[config.mk]
export PLATFORM = sky130hd
export DESIGN_NAME = quad_batch_vertex_expander_top
export DESIGN_NICKNAME = d
export VERILOG_FILES = /design/src/rtl/qbve_pkg.sv /design/src/rtl/qbve_slot_ram.sv /design/src/rtl/quad_batch_vertex_expander_top.sv
export SDC_FILE = /design/constraint.sdc
export NUM_CORES = 2
export LEC_CHECK = 0
export BUFFER_PORTS_ARGS = -buffer_cell sky130_fd_sc_hd__buf_4
export CAP_MARGIN = 10
export CORE_ASPECT_RATIO = 0.5
export CORE_UTILIZATION = 30
export CTS_CLUSTER_SIZE = 24
export DETAILED_ROUTE_END_ITERATION = 6
export PLACE_DENSITY_LB_ADDON = 0.1
export SYNTH_ARGS = -nofsm -noshare
export SYNTH_HDL_FRONTEND = slang
export SYNTH_SLANG_ARGS = --single-unit
[constraint.sdc]
create_clock -name clk_i -period 8.9 [get_ports clk_i]
set_input_delay 2.67 -clock clk_i [delete_from_list [all_inputs] [get_ports clk_i]]
set_output_delay 2.67 -clock clk_i [all_outputs]
set_load 0.005 [all_outputs]
[src/rtl/qbve_pkg.sv]
package qbve_pkg;

  localparam int unsigned CoordW = 32;
  localparam int unsigned ColorW = 32;
  localparam int unsigned TexW   = 32;
  localparam int unsigned KindW  = 2;
  localparam int unsigned SlotW  = 5;
  localparam int unsigned CountW = 13;
  localparam int unsigned MqW    = 11;
  localparam int unsigned CfgIdxW = 2;

  localparam logic [MqW-1:0]    MqResetVal = 11'd1000;
  localparam logic [MqW-1:0]    MqMax      = 11'd1024;
  localparam logic [CountW-1:0] IdxPerQuad = 13'd6;
  localparam logic [ColorW-1:0] White      = 32'hFFFF_FFFF;

  typedef enum logic [1:0] {
    MODE_COLOR = 2'd0,
    MODE_TEX   = 2'd1,
    MODE_FLUSH = 2'd2,
    MODE_NONE  = 2'd3
  } mode_e;

  typedef enum logic [KindW-1:0] {
    KIND_VERTEX = 2'd0,
    KIND_BIND   = 2'd1,
    KIND_DRAW   = 2'd2
  } kind_e;

  typedef enum logic [CfgIdxW-1:0] {
    CFG_MAX_QUADS = 2'd0,
    CFG_EMPTY_TEX = 2'd1
  } cfg_idx_e;

  typedef enum logic [3:0] {
    ST_IDLE,
    ST_DISPATCH,
    ST_CLOSE_RD,
    ST_CLOSE_EMIT,
    ST_DRAW,
    ST_SRCH_RD,
    ST_SRCH_CMP,
    ST_ADD_X,
    ST_ADD_Y,
    ST_VERT
  } state_e;

  // signed add clamped to the 32-bit range
  function automatic logic signed [CoordW-1:0] sat_add(
    input logic signed [CoordW-1:0] a,
    input logic signed [CoordW-1:0] b
  );
    logic signed [CoordW:0] s;
    logic signed [CoordW-1:0] r;
    s = {a[CoordW-1], a} + {b[CoordW-1], b};
    if (s[CoordW] != s[CoordW-1]) begin
      r = s[CoordW] ? {1'b1, {(CoordW-1){1'b0}}} : {1'b0, {(CoordW-1){1'b1}}};
    end else begin
      r = s[CoordW-1:0];
    end
    return r;
  endfunction

endpackage

[src/rtl/qbve_slot_ram.sv]
module qbve_slot_ram #(
  parameter int unsigned DEPTH = 32,
  parameter int unsigned AW    = $clog2(DEPTH)
) (
  input  logic                         clk_i,
  input  logic                         we_i,
  input  logic [AW-1:0]                waddr_i,
  input  logic [qbve_pkg::TexW-1:0]    wdata_i,
  input  logic [AW-1:0]                raddr_i,
  output logic [qbve_pkg::TexW-1:0]    rdata_o
);

  logic [qbve_pkg::TexW-1:0] mem [DEPTH];
  logic [qbve_pkg::TexW-1:0] rdata_q;

  always_ff @(posedge clk_i) begin
    if (we_i) begin
      mem[waddr_i] <= wdata_i;
    end
    rdata_q <= mem[raddr_i];
  end

  assign rdata_o = rdata_q;

endmodule

[src/rtl/quad_batch_vertex_expander_top.sv]
// colored quad: dispatch, the x add and the y add, then one vertex per cycle while the
//   output is not stalled; the next item is taken once the last vertex is loaded
// a textured quad first reads and compares the bound slots one by one, with a slot write on a
//   miss; a batch close reads and emits one bind per used slot, then the draw result
// reset: batch empty, next free slot 1, max_quads 1000, empty texture id 0; the slot
//   table is not cleared, only entries below the next free slot are ever read
module quad_batch_vertex_expander_top #(
  parameter int unsigned SLOT_COUNT = 32
) (
  input  logic                                clk_i,
  input  logic                                rst_ni,
  // input item channel
  input  logic                                in_valid_i,
  output logic                                in_stall_o,
  input  logic [1:0]                          mode_i,
  input  logic signed [qbve_pkg::CoordW-1:0]  pos_x_i,
  input  logic signed [qbve_pkg::CoordW-1:0]  pos_y_i,
  input  logic signed [qbve_pkg::CoordW-1:0]  pos_z_i,
  input  logic signed [qbve_pkg::CoordW-1:0]  size_x_i,
  input  logic signed [qbve_pkg::CoordW-1:0]  size_y_i,
  input  logic [7:0]                          color_r_i,
  input  logic [7:0]                          color_g_i,
  input  logic [7:0]                          color_b_i,
  input  logic [7:0]                          color_a_i,
  input  logic [qbve_pkg::TexW-1:0]           texture_id_i,
  // result item channel
  output logic                                out_valid_o,
  input  logic                                out_stall_i,
  output logic [qbve_pkg::KindW-1:0]          kind_o,
  output logic signed [qbve_pkg::CoordW-1:0]  vert_x_o,
  output logic signed [qbve_pkg::CoordW-1:0]  vert_y_o,
  output logic signed [qbve_pkg::CoordW-1:0]  vert_z_o,
  output logic [qbve_pkg::ColorW-1:0]         color_rgba_o,
  output logic                                tex_u_o,
  output logic                                tex_v_o,
  output logic [qbve_pkg::SlotW-1:0]          slot_o,
  output logic [qbve_pkg::TexW-1:0]           bound_texture_o,
  output logic [qbve_pkg::CountW-1:0]         index_count_o,
  output logic                                last_o,
  // configuration write channel
  input  logic                                cfg_valid_i,
  output logic                                cfg_ready_o,
  input  logic [qbve_pkg::CfgIdxW-1:0]        cfg_index_i,
  input  logic [31:0]                         cfg_data_i
);

  // slot address width and a count width that can hold SLOT_COUNT itself
  localparam int unsigned SW = $clog2(SLOT_COUNT);
  localparam int unsigned NW = $clog2(SLOT_COUNT + 1);
  localparam logic [NW-1:0] NfsFull = NW'(SLOT_COUNT - 1);

  qbve_pkg::state_e state_q, state_d;

  // configuration registers
  logic [qbve_pkg::MqW-1:0]    max_quads_q;
  logic [qbve_pkg::TexW-1:0]   empty_tex_q;

  // batch state
  logic [qbve_pkg::CountW-1:0] count_q;
  logic [NW-1:0]               nfs_q;

  // latched item
  qbve_pkg::mode_e             mode_q;
  logic signed [qbve_pkg::CoordW-1:0] px_q, py_q, pz_q, sx_q, sy_q;
  logic [qbve_pkg::ColorW-1:0] color_q;
  logic [qbve_pkg::TexW-1:0]   tex_q;

  // sequencer working registers
  logic [SW-1:0]               idx_q;
  logic [SW-1:0]               slot_q;
  logic [1:0]                  corner_q;
  logic signed [qbve_pkg::CoordW-1:0] sum_x_q, sum_y_q;

  // output register
  logic                        out_valid_q;
  logic [qbve_pkg::KindW-1:0]  kind_q;
  logic signed [qbve_pkg::CoordW-1:0] vx_q, vy_q, vz_q;
  logic [qbve_pkg::ColorW-1:0] col_q;
  logic                        u_q, v_q;
  logic [qbve_pkg::SlotW-1:0]  oslot_q;
  logic [qbve_pkg::TexW-1:0]   btex_q;
  logic [qbve_pkg::CountW-1:0] icnt_q;
  logic                        last_q;

  // slot ram
  logic                        ram_we;
  logic [qbve_pkg::TexW-1:0]   ram_rdata;

  // misc control
  logic                        in_accept;
  logic                        out_free;
  logic [qbve_pkg::MqW-1:0]    mq_eff;
  logic [qbve_pkg::CountW-1:0] thresh;
  logic                        close_needed;
  logic                        close_more;
  logic                        srch_miss;
  logic                        srch_hit;
  logic signed [qbve_pkg::CoordW-1:0] add_a, add_b, add_sum;

  // result being loaded this cycle
  logic                        out_load;
  logic [qbve_pkg::KindW-1:0]  r_kind;
  logic signed [qbve_pkg::CoordW-1:0] r_vx, r_vy, r_vz;
  logic [qbve_pkg::ColorW-1:0] r_col;
  logic                        r_u, r_v;
  logic [qbve_pkg::SlotW-1:0]  r_slot;
  logic [qbve_pkg::TexW-1:0]   r_btex;
  logic [qbve_pkg::CountW-1:0] r_icnt;
  logic                        r_last;

  assign in_stall_o  = (state_q != qbve_pkg::ST_IDLE);
  assign in_accept   = in_valid_i && !in_stall_o;
  assign cfg_ready_o = 1'b1;
  assign out_free    = !out_valid_q || !out_stall_i;

  // flush threshold is six indices per quad, max_quads clamped to 1..1024
  always_comb begin
    if (max_quads_q == '0) begin
      mq_eff = qbve_pkg::MqW'(1);
    end else if (max_quads_q > qbve_pkg::MqMax) begin
      mq_eff = qbve_pkg::MqMax;
    end else begin
      mq_eff = max_quads_q;
    end
    thresh = (qbve_pkg::CountW'(mq_eff) << 2) + (qbve_pkg::CountW'(mq_eff) << 1);
  end

  // close before a quad when the batch is full, or for a textured quad when no slot is left
  assign close_needed = (count_q >= thresh) ||
                        ((mode_q == qbve_pkg::MODE_TEX) && (nfs_q > NfsFull));
  assign close_more   = (NW'(idx_q) + NW'(1)) < nfs_q;
  assign srch_miss    = NW'(idx_q) >= nfs_q;
  assign srch_hit     = (ram_rdata == tex_q);

  // the one shared saturating adder: x in one cycle, y in the next
  assign add_a   = (state_q == qbve_pkg::ST_ADD_X) ? px_q : py_q;
  assign add_b   = (state_q == qbve_pkg::ST_ADD_X) ? sx_q : sy_q;
  assign add_sum = qbve_pkg::sat_add(add_a, add_b);

  // next state
  always_comb begin
    state_d = state_q;
    case (state_q)
      qbve_pkg::ST_IDLE: begin
        if (in_accept) state_d = qbve_pkg::ST_DISPATCH;
      end
      qbve_pkg::ST_DISPATCH: begin
        if (mode_q == qbve_pkg::MODE_NONE) begin
          state_d = qbve_pkg::ST_IDLE;
        end else if (mode_q == qbve_pkg::MODE_FLUSH || close_needed) begin
          state_d = qbve_pkg::ST_CLOSE_RD;
        end else if (mode_q == qbve_pkg::MODE_TEX) begin
          state_d = qbve_pkg::ST_SRCH_RD;
        end else begin
          state_d = qbve_pkg::ST_ADD_X;
        end
      end
      qbve_pkg::ST_CLOSE_RD: state_d = qbve_pkg::ST_CLOSE_EMIT;
      qbve_pkg::ST_CLOSE_EMIT: begin
        if (out_free) state_d = close_more ? qbve_pkg::ST_CLOSE_RD : qbve_pkg::ST_DRAW;
      end
      qbve_pkg::ST_DRAW: begin
        if (out_free) begin
          if (mode_q == qbve_pkg::MODE_FLUSH) begin
            state_d = qbve_pkg::ST_IDLE;
          end else if (mode_q == qbve_pkg::MODE_TEX) begin
            state_d = qbve_pkg::ST_SRCH_RD;
          end else begin
            state_d = qbve_pkg::ST_ADD_X;
          end
        end
      end
      qbve_pkg::ST_SRCH_RD: begin
        state_d = srch_miss ? qbve_pkg::ST_ADD_X : qbve_pkg::ST_SRCH_CMP;
      end
      qbve_pkg::ST_SRCH_CMP: begin
        state_d = srch_hit ? qbve_pkg::ST_ADD_X : qbve_pkg::ST_SRCH_RD;
      end
      qbve_pkg::ST_ADD_X: state_d = qbve_pkg::ST_ADD_Y;
      qbve_pkg::ST_ADD_Y: state_d = qbve_pkg::ST_VERT;
      qbve_pkg::ST_VERT: begin
        if (out_free && corner_q == 2'd3) state_d = qbve_pkg::ST_IDLE;
      end
      default: state_d = qbve_pkg::ST_IDLE;
    endcase
  end

  // sequencer outputs: result to load and slot table write
  always_comb begin
    out_load = 1'b0;
    ram_we   = 1'b0;
    r_kind   = qbve_pkg::KIND_VERTEX;
    r_vx     = '0;
    r_vy     = '0;
    r_vz     = '0;
    r_col    = '0;
    r_u      = 1'b0;
    r_v      = 1'b0;
    r_slot   = '0;
    r_btex   = '0;
    r_icnt   = '0;
    r_last   = 1'b0;
    case (state_q)
      qbve_pkg::ST_CLOSE_EMIT: begin
        out_load = out_free;
        r_kind   = qbve_pkg::KIND_BIND;
        r_slot   = qbve_pkg::SlotW'(idx_q);
        // slot zero always binds the configured empty texture id
        r_btex   = (idx_q == '0) ? empty_tex_q : ram_rdata;
      end
      qbve_pkg::ST_DRAW: begin
        out_load = out_free;
        r_kind   = qbve_pkg::KIND_DRAW;
        r_icnt   = count_q;
        r_last   = (mode_q == qbve_pkg::MODE_FLUSH);
      end
      qbve_pkg::ST_SRCH_RD: begin
        ram_we = srch_miss;
      end
      qbve_pkg::ST_VERT: begin
        out_load = out_free;
        r_kind   = qbve_pkg::KIND_VERTEX;
        // corners walk (x,y) (x+w,y) (x+w,y+h) (x,y+h)
        r_u      = (corner_q == 2'd1) || (corner_q == 2'd2);
        r_v      = corner_q[1];
        r_vx     = r_u ? sum_x_q : px_q;
        r_vy     = r_v ? sum_y_q : py_q;
        r_vz     = pz_q;
        r_col    = (mode_q == qbve_pkg::MODE_TEX) ? qbve_pkg::White : color_q;
        r_slot   = qbve_pkg::SlotW'(slot_q);
        r_last   = (corner_q == 2'd3);
      end
      default: begin
        out_load = 1'b0;
      end
    endcase
  end

  // control state
  always_ff @(posedge clk_i or negedge rst_ni) begin
    if (!rst_ni) begin
      state_q     <= qbve_pkg::ST_IDLE;
      max_quads_q <= qbve_pkg::MqResetVal;
      empty_tex_q <= '0;
      count_q     <= '0;
      nfs_q       <= NW'(1);
      out_valid_q <= 1'b0;
    end else begin
      state_q <= state_d;
      if (cfg_valid_i && cfg_ready_o) begin
        case (cfg_index_i)
          qbve_pkg::CFG_MAX_QUADS: max_quads_q <= cfg_data_i[qbve_pkg::MqW-1:0];
          qbve_pkg::CFG_EMPTY_TEX: empty_tex_q <= cfg_data_i;
          default: ;
        endcase
      end
      // draw result clears the batch
      if (state_q == qbve_pkg::ST_DRAW && out_free) begin
        count_q <= '0;
        nfs_q   <= NW'(1);
      end
      if (state_q == qbve_pkg::ST_SRCH_RD && srch_miss) begin
        nfs_q <= nfs_q + NW'(1);
      end
      if (state_q == qbve_pkg::ST_VERT && out_free && corner_q == 2'd3) begin
        count_q <= count_q + qbve_pkg::IdxPerQuad;
      end
      if (out_load) begin
        out_valid_q <= 1'b1;
      end else if (!out_stall_i) begin
        out_valid_q <= 1'b0;
      end
    end
  end

  // datapath registers
  always_ff @(posedge clk_i) begin
    if (in_accept) begin
      mode_q   <= qbve_pkg::mode_e'(mode_i);
      px_q     <= pos_x_i;
      py_q     <= pos_y_i;
      pz_q     <= pos_z_i;
      sx_q     <= size_x_i;
      sy_q     <= size_y_i;
      color_q  <= {color_r_i, color_g_i, color_b_i, color_a_i};
      tex_q    <= texture_id_i;
    end
    case (state_q)
      qbve_pkg::ST_DISPATCH: begin
        slot_q   <= '0;
        corner_q <= '0;
        idx_q    <= (mode_q == qbve_pkg::MODE_TEX && !close_needed &&
                     mode_q != qbve_pkg::MODE_FLUSH) ? SW'(1) : '0;
      end
      qbve_pkg::ST_CLOSE_EMIT: begin
        if (out_free && close_more) idx_q <= idx_q + SW'(1);
      end
      qbve_pkg::ST_DRAW: begin
        if (out_free) idx_q <= SW'(1);
      end
      qbve_pkg::ST_SRCH_RD: begin
        if (srch_miss) slot_q <= nfs_q[SW-1:0];
      end
      qbve_pkg::ST_SRCH_CMP: begin
        if (srch_hit) begin
          slot_q <= idx_q;
        end else begin
          idx_q <= idx_q + SW'(1);
        end
      end
      qbve_pkg::ST_ADD_X: sum_x_q <= add_sum;
      qbve_pkg::ST_ADD_Y: sum_y_q <= add_sum;
      qbve_pkg::ST_VERT: begin
        if (out_free) corner_q <= corner_q + 2'd1;
      end
      default: ;
    endcase
    if (out_load) begin
      kind_q  <= r_kind;
      vx_q    <= r_vx;
      vy_q    <= r_vy;
      vz_q    <= r_vz;
      col_q   <= r_col;
      u_q     <= r_u;
      v_q     <= r_v;
      oslot_q <= r_slot;
      btex_q  <= r_btex;
      icnt_q  <= r_icnt;
      last_q  <= r_last;
    end
  end

  // bound texture ids of slots one and up
  qbve_slot_ram #(
    .DEPTH (SLOT_COUNT),
    .AW    (SW)
  ) u_slot_ram (
    .clk_i   (clk_i),
    .we_i    (ram_we),
    .waddr_i (nfs_q[SW-1:0]),
    .wdata_i (tex_q),
    .raddr_i (idx_q),
    .rdata_o (ram_rdata)
  );

  assign out_valid_o     = out_valid_q;
  assign kind_o          = kind_q;
  assign vert_x_o        = vx_q;
  assign vert_y_o        = vy_q;
  assign vert_z_o        = vz_q;
  assign color_rgba_o    = col_q;
  assign tex_u_o         = u_q;
  assign tex_v_o         = v_q;
  assign slot_o          = oslot_q;
  assign bound_texture_o = btex_q;
  assign index_count_o   = icnt_q;
  assign last_o          = last_q;

endmodule

-- Word level (Yosys, flattened, before mapping)
Memories as Yosys holds them, arrays and structs flattened. A register that Yosys moved wholly into a read port is not among the register bits.
Cells that the tools add are included.
- add/subtract/negate cells: 7
- order comparisons: 5
- equal/unequal tests: 29
- muxes and demuxes: 45
- reduce and logical (&&, ||, !) cells: 35
- operator list (operator ; number):
    $mux W32 ; 8
    $pmux W4 S10 ; 1
    $add A32 B32 Y33 ; 1
    $eq A32 B32 Y1 ; 1
    $mux W13 ; 2
    $mux W5 ; 5
    $mux W11 ; 2
    $mux W4 ; 5
    $ne A2 B2 Y1 const B ; 10
    $pmux W5 S4 ; 1
    $eq A4 B3 Y1 const B ; 4
    $pmux W5 S3 ; 1
    $add A13 B12 Y13 ; 1
    $add A13 B3 Y13 const B ; 1
    $ge A13 B13 Y1 ; 1
    $mux W6 ; 2
    $gt A11 B11 Y1 const B ; 1
    $logic_not A11 Y1 ; 1
    $logic_and A1 B1 Y1 ; 10
    $pmux W5 S2 ; 1
    $mux W3 ; 3
    $eq A2 B2 Y1 const B ; 4
    $eq A4 B2 Y1 const B ; 2
    $eq A4 B4 Y1 const B ; 2
    27 further kinds ; 51
- register bits: 552
- bits in writable memories: 1024
- input port bits: 265
- output and inout bits: 186
- logic and storage cells: 152
- memories: 1
- memories (memory ; depth ; width ; read ports ; clocked after memory_dff ; wr ports ; line ; RTL):
    u_slot_ram.mem ; 32 ; 32 ; 1 ; 1 ; 1 ; qbve_slot_ram.sv:13 ; logic [qbve_pkg::TexW-1:0] mem [DEPTH];

-- Depth between registers and ports, before layout
- depth after elaboration: 11
- gate-level depth with buffers: 24

-- By module
Synthesis repeated with hierarchy kept, for this count alone.
- cells, all modules: 4070
- area total of the unflattened synthesis: 64229.1 um^2
- modules (own cells, without submodules) (module ; instances ; cells an instance ; area an instance (um^2)):
    qbve_slot_ram ; 1 ; 2260 ; 40485.1
    quad_batch_vertex_expander_top ; 1 ; 1810 ; 23744.0

-- Worst setup path before layout
OpenSTA, ideal clock, no wires.
- path type: input to register
- start: input port out_stall_i
- end: register btex_q (netlist bit bound_texture_o[0]), enable pin
- arrival: 10.421 ns
- data required time: 8.173 ns
- slack: -2.248 ns
- cell stages on the path: 2
- path through: and2_1 nor2_1
- cells in the longest elaborated chain, start to end: 3
- RTL lines (element ; line ; RTL):
    start, declared ; quad_batch_vertex_expander_top.sv:28 ; input logic out_stall_i,
    $logic_not A1 Y1 ; -- ;
    $logic_or A1 B1 Y1 ; quad_batch_vertex_expander_top.sv:114 ; assign out_free = !out_valid_q || !out_stall_i;
    $mux W1 ; quad_batch_vertex_expander_top.sv:203 ; case (state_q)
    net out_load ; quad_batch_vertex_expander_top.sv:101 ; logic out_load;
    end signal, assigned ; quad_batch_vertex_expander_top.sv:327 ; btex_q <= r_btex;
    end, declared ; quad_batch_vertex_expander_top.sv:81 ; logic [qbve_pkg::TexW-1:0] btex_q;
The timed path passes the listed nets, and every way through them passes these cells.
A chain may end at the register's enable or synchronous reset.

-- Worst setup path after layout
- start: register state_q[2]
- end: register sum_y_q[19] (netlist name) (data pin)
- cells in the longest elaborated chain, start to end: 5
- elaborated cells between the ends (all ways): 7
- classes of those cells: 1 x add/sub; 2 x eq/ne; 4 x mux
- RTL lines (element ; line ; RTL):
    start, declared ; quad_batch_vertex_expander_top.sv:52 ; qbve_pkg::state_e state_q, state_d;
    start signal, assigned ; quad_batch_vertex_expander_top.sv:242 ; state_q <= qbve_pkg::ST_IDLE;
    start signal, assigned ; quad_batch_vertex_expander_top.sv:249 ; state_q <= state_d;
    $eq A4 B3 Y1 (*) ; quad_batch_vertex_expander_top.sv:136, quad_batch_vertex_expander_top.sv:137 ;
    $mux W32, on equally long branches ; quad_batch_vertex_expander_top.sv:136, quad_batch_vertex_expander_top.sv:137 ;
    $add A32 B32 Y33 (*) ; qbve_pkg.sv:55 ; s = {a[CoordW-1], a} + {b[CoordW-1], b};
    $mux W32 or $ne A1 B1 Y1 (tied branches) ; qbve_pkg.sv:57, qbve_pkg.sv:56 ;
    $mux W32 (*) ; qbve_pkg.sv:56 ; if (s[CoordW] != s[CoordW-1]) begin
    net add_sum, one bit ; quad_batch_vertex_expander_top.sv:98 ; logic signed [qbve_pkg::CoordW-1:0] add_a, add_b, add_sum;
    end signal, assigned ; quad_batch_vertex_expander_top.sv:312 ; qbve_pkg::ST_ADD_Y: sum_y_q <= add_sum;
    end, declared ; quad_batch_vertex_expander_top.sv:72 ; logic signed [qbve_pkg::CoordW-1:0] sum_x_q, sum_y_q;
Mark *: on every way through the listed nets, which the timed path passes. The rest lies on a longest branch.

==> key figures <==
Final layout
  – Nets: 4415
  – Non-filler cells, final: 7015
  – Top reg by flops: u_slot_ram.mem
  – Cell area after layout: 75800 um2
  – Area Growth Syn to Fin: 19.4%
  – Share of layout cells above drive strength 1: 27.3%
  – Max reg flops: 1024

Global routing
  – Total grt overflow: 0
  – GRT Total Usage: 17.7%
  – First-pass GRT wire length: 269 mm
  – Grt peak-use layer: met2
  – Vias in the first global route: 35358
  – Met2 usage: 29.4%
  – Largest net degree at the start of global routing: 149
  – Initial antenna violation count: 10
  – Met1 GRT Util: 24.4%
  – Met3 GRT Util: 2.89%

CTS
  – Setup Buffers After CTS: 0
  – CTS root buffer: clkbuf_16
  – Hold Buf Count CTS: 0
  – Maximum buffer depth of the clock tree: 4
  – CTS tree: yes
  – Post-CTS sizing: 0
  – Reg clk slew, reported paths: 0.06 ns
  – CTS Sinks: 1606
  – Clock latency on the worst-skew pair: 0.83 ns
  – CTS Buf Count: 165
  – H-tree depth: 4

Placed design
  – Gpl congestion: 0.779
  – DP Worst Slack: 1.45 ns
  – Hpwl dp: 111 mm
  – Placed Instances: 6728
  – Placed inst area: 70700 um2
  – Port bufs: 448

Power
  – P_leak: 26.0 nW
  – Power per cell area: 317 nW/um2
  – Maximum vdd drop: 0.233 mV

Timing
  – Slew Limit Fails: 0
  – Max-Slew Margin vs Limit: 21.1%
  – Achievable Freq: 136 MHz
  – Final Cycle Share: 82.6%
  – Slew @ Worst Pin: 1.18 ns
  – Final Hold Vio Count: 0
  – Final setup viols: 0
  – Final setup margin: 1.55 ns
  – Post-route minimum period: 7.35 ns
  – Skew final: 0.0511 ns
  – TNS Setup: 0 ns
  – RSZ-0062 raised after global routing: no

Floorplan
  – Chip Height: 327 um
  – Die X: 653 um
  – Row count: 118
  – Placeable Area: 209000 um2
  – Initial Util: 30.4%
  – DIE AREA: 214000 um2
  – Ports: 451

Synth
  – Avg Inst Size Synth: 17.9 um2
  – Synth warn: 0
  – Register bit total from synthesis: 1606
  – Post-synth ARST share: 4.11%
  – Post-synthesis net count: 3893
  – Main synth FF type: edfxtp_1
  – Post-synth EDFFs: 1508
  – Sequential area share after synthesis: 74.9%
  – Mapped Cells: 3553
  – Post-synthesis cell type count: 77
  – Post-synthesis cell area: 63500 um2

Run
  – # Max-Cap Violations: 0

Setup path
  – CP arrival: 7.93 ns
  – Req. time, crit path: 9.48 ns
  – Critical path type: flop to flop
  – CP delay by family, top: simple AND/OR/NAND/NOR gates
  – Worst path max stage delay: 0.81 ns
  – Critical path cell sequence: nor2b_1 -> nand3_4 -> inv_4 -> buf_4 -> nand2_1 -> nand2_1 -> ha_1 -> and4_1 -> nand2_1 -> a211oi_2 -> nor3_2 -> o21bai_1 -> a21oi_1 -> a21oi_2 -> nand2_1 -> a21oi_1
  – Critical Path Source Type: flop
  – Setup crit end kind: flop
  – Buf+Inv Stages, Crit Path: 2
  – Slowest-stage cell, CP: nand2_1
  – Crit Path Max Fanout: 65
  – Most numerous cell on the critical path: nand2_1

Detailed routing
  – Post-DRT Antenna Nets: 0
  – Vias/cell: 4.86
  – Initial DRT Pass Iterations: 5
  – DR DRC count: 0
  – Iter 0 DRT Violations: 3282
  – Final wirelength: 192 mm
  – Vias: 34082
  – WL/cell: 27.3 um

Outcome
  – Status: complete, no violations

Worst hold path
  – Hold WC Path Type: flop to flop
-- per-stage QoR --
stage,power [mW],utilization (%),hold slack [ns]
after floorplan,14.7,-,0.477
after global placement,17.5,33.9,0.490
after detailed placement,17.5,33.9,0.494
after CTS,24.4,36.3,0.507
after global routing,25.2,36.3,0.528
final,24.0,36.3,0.507
-- per-layer routing --
layer  vias to the layer above  routed length (um)
li1                      14946                   -
met1                     18093               85600
met2                       839               93000
met3                       202                9560
met4                         2                3440
met5                         -                  13
-- power breakdown --
part | total [mW] | switching (mW) | internal (mW)
sequential | 10.3 | 0.674 | 9.64
clock | 6.82 | 2.95 | 3.86
combinational | 6.90 | 4.03 | 2.88
total | 24.0 | 7.66 | 16.4
-- layout by cell type (no fill, tap or decap), types with 9 or more instances in the layout --
master	netlist	layout
nand3_1	26	24
dfxtp_1	32	32
a21oi_1	115	114
nor2b_1	17	15
a211oi_1	9	9
mux4_2	244	244
o22ai_1	28	28
edfxtp_1	1508	1508
dfrtp_1	59	59
xnor2_1	34	34
nand2b_1	11	11
nand2_1	329	326
nor2_4	0	29
ha_1	73	72
clkinv_2	0	25
o221ai_1	26	26
o21ai_0	77	77
nor3_1	17	12
inv_1	34	33
nor2_1	259	230
mux2i_1	165	165
a21o_1	24	24
clkinv_1	1	39
clkbuf_16	0	170
bufinv_16	0	11
clkbuf_1	124	25
xor2_1	39	39
buf_4	4	526
mux2_2	74	74
and3_1	47	46
-- synth_stat cells, drive strengths merged (3+ instances only) --
master | count | area (um2)
ha | 73 | 913
a22o | 4 | 35.0
a22oi | 5 | 37.5
dfxtp | 32 | 641
nand2 | 329 | 1230
mux4 | 244 | 5500
nand4 | 8 | 50.1
nand3 | 26 | 130
o21ai | 77 | 385
a31oi | 4 | 40.0
maj3 | 9 | 95.1
o21a | 8 | 60.1
buf | 50 | 250
clkbuf | 125 | 470
o22ai | 29 | 188
o211ai | 6 | 45.0
a21oi | 118 | 602
a211o | 3 | 26.3
nor4 | 8 | 50.1
o21bai | 7 | 52.6
o31ai | 6 | 45.0
inv | 34 | 128
xnor2 | 35 | 314
nor2b | 17 | 106
dfrtp | 59 | 1480
a21o | 24 | 180
and2 | 3 | 18.8
mux2i | 165 | 1650
mux2 | 74 | 833
nor2 | 260 | 978
o221ai | 26 | 228
a211oi | 10 | 80.1
and4 | 3 | 26.3
and3 | 47 | 294
xor2 | 39 | 342
edfxtp | 1508 | 45300
nand2b | 11 | 68.8
dfstp | 7 | 184
nor3 | 18 | 95.1
-- final timing paths --
check | startpoint | end | slack [ns] | cells after the start
setup reg to reg | state_q[2] | sum_y_q[19] | 1.55 | 16
hold / removal | empty_tex_q[29] | empty_tex_q[29] | 0.51 | 1
hold reg to reg | empty_tex_q[29] | empty_tex_q[29] | 0.51 | 1
min in group asynchronous | rst_ni | empty_tex_q[1] | 1.70 | 1
setup / recovery | state_q[2] | sum_y_q[19] | 1.55 | 16
max in group asynchronous | rst_ni | count_q[8] | 6.11 | 2
-- final cells by class --
class / count / area [um2]
fillers: 19605 / 133000
flip-flops and latches: 1606 / 47600
multi-input cells: 1737 / 15400
clock buffers: 203 / 4460
repair buffers: 530 / 4030
well taps: 2820 / 3530
clock inverters: 83 / 682
inverters: 35 / 134
diodes: 1 / 2.50
-- cells by family after synthesis --
family	count (synthesis)	share of synthesized area, %
flip-flops	1606	74.9
AND/OR/NAND/NOR	743	4.97
multiplexers	483	12.6
AO/OA/AOI/OAI	351	3.51
buffers and inverters	210	1.34
adder cells (fa/ha/maj)	84	1.65
XOR/XNOR	74	1.03
other	2	0.0118
No activity file was read; power rests on OpenSTA's default activity.
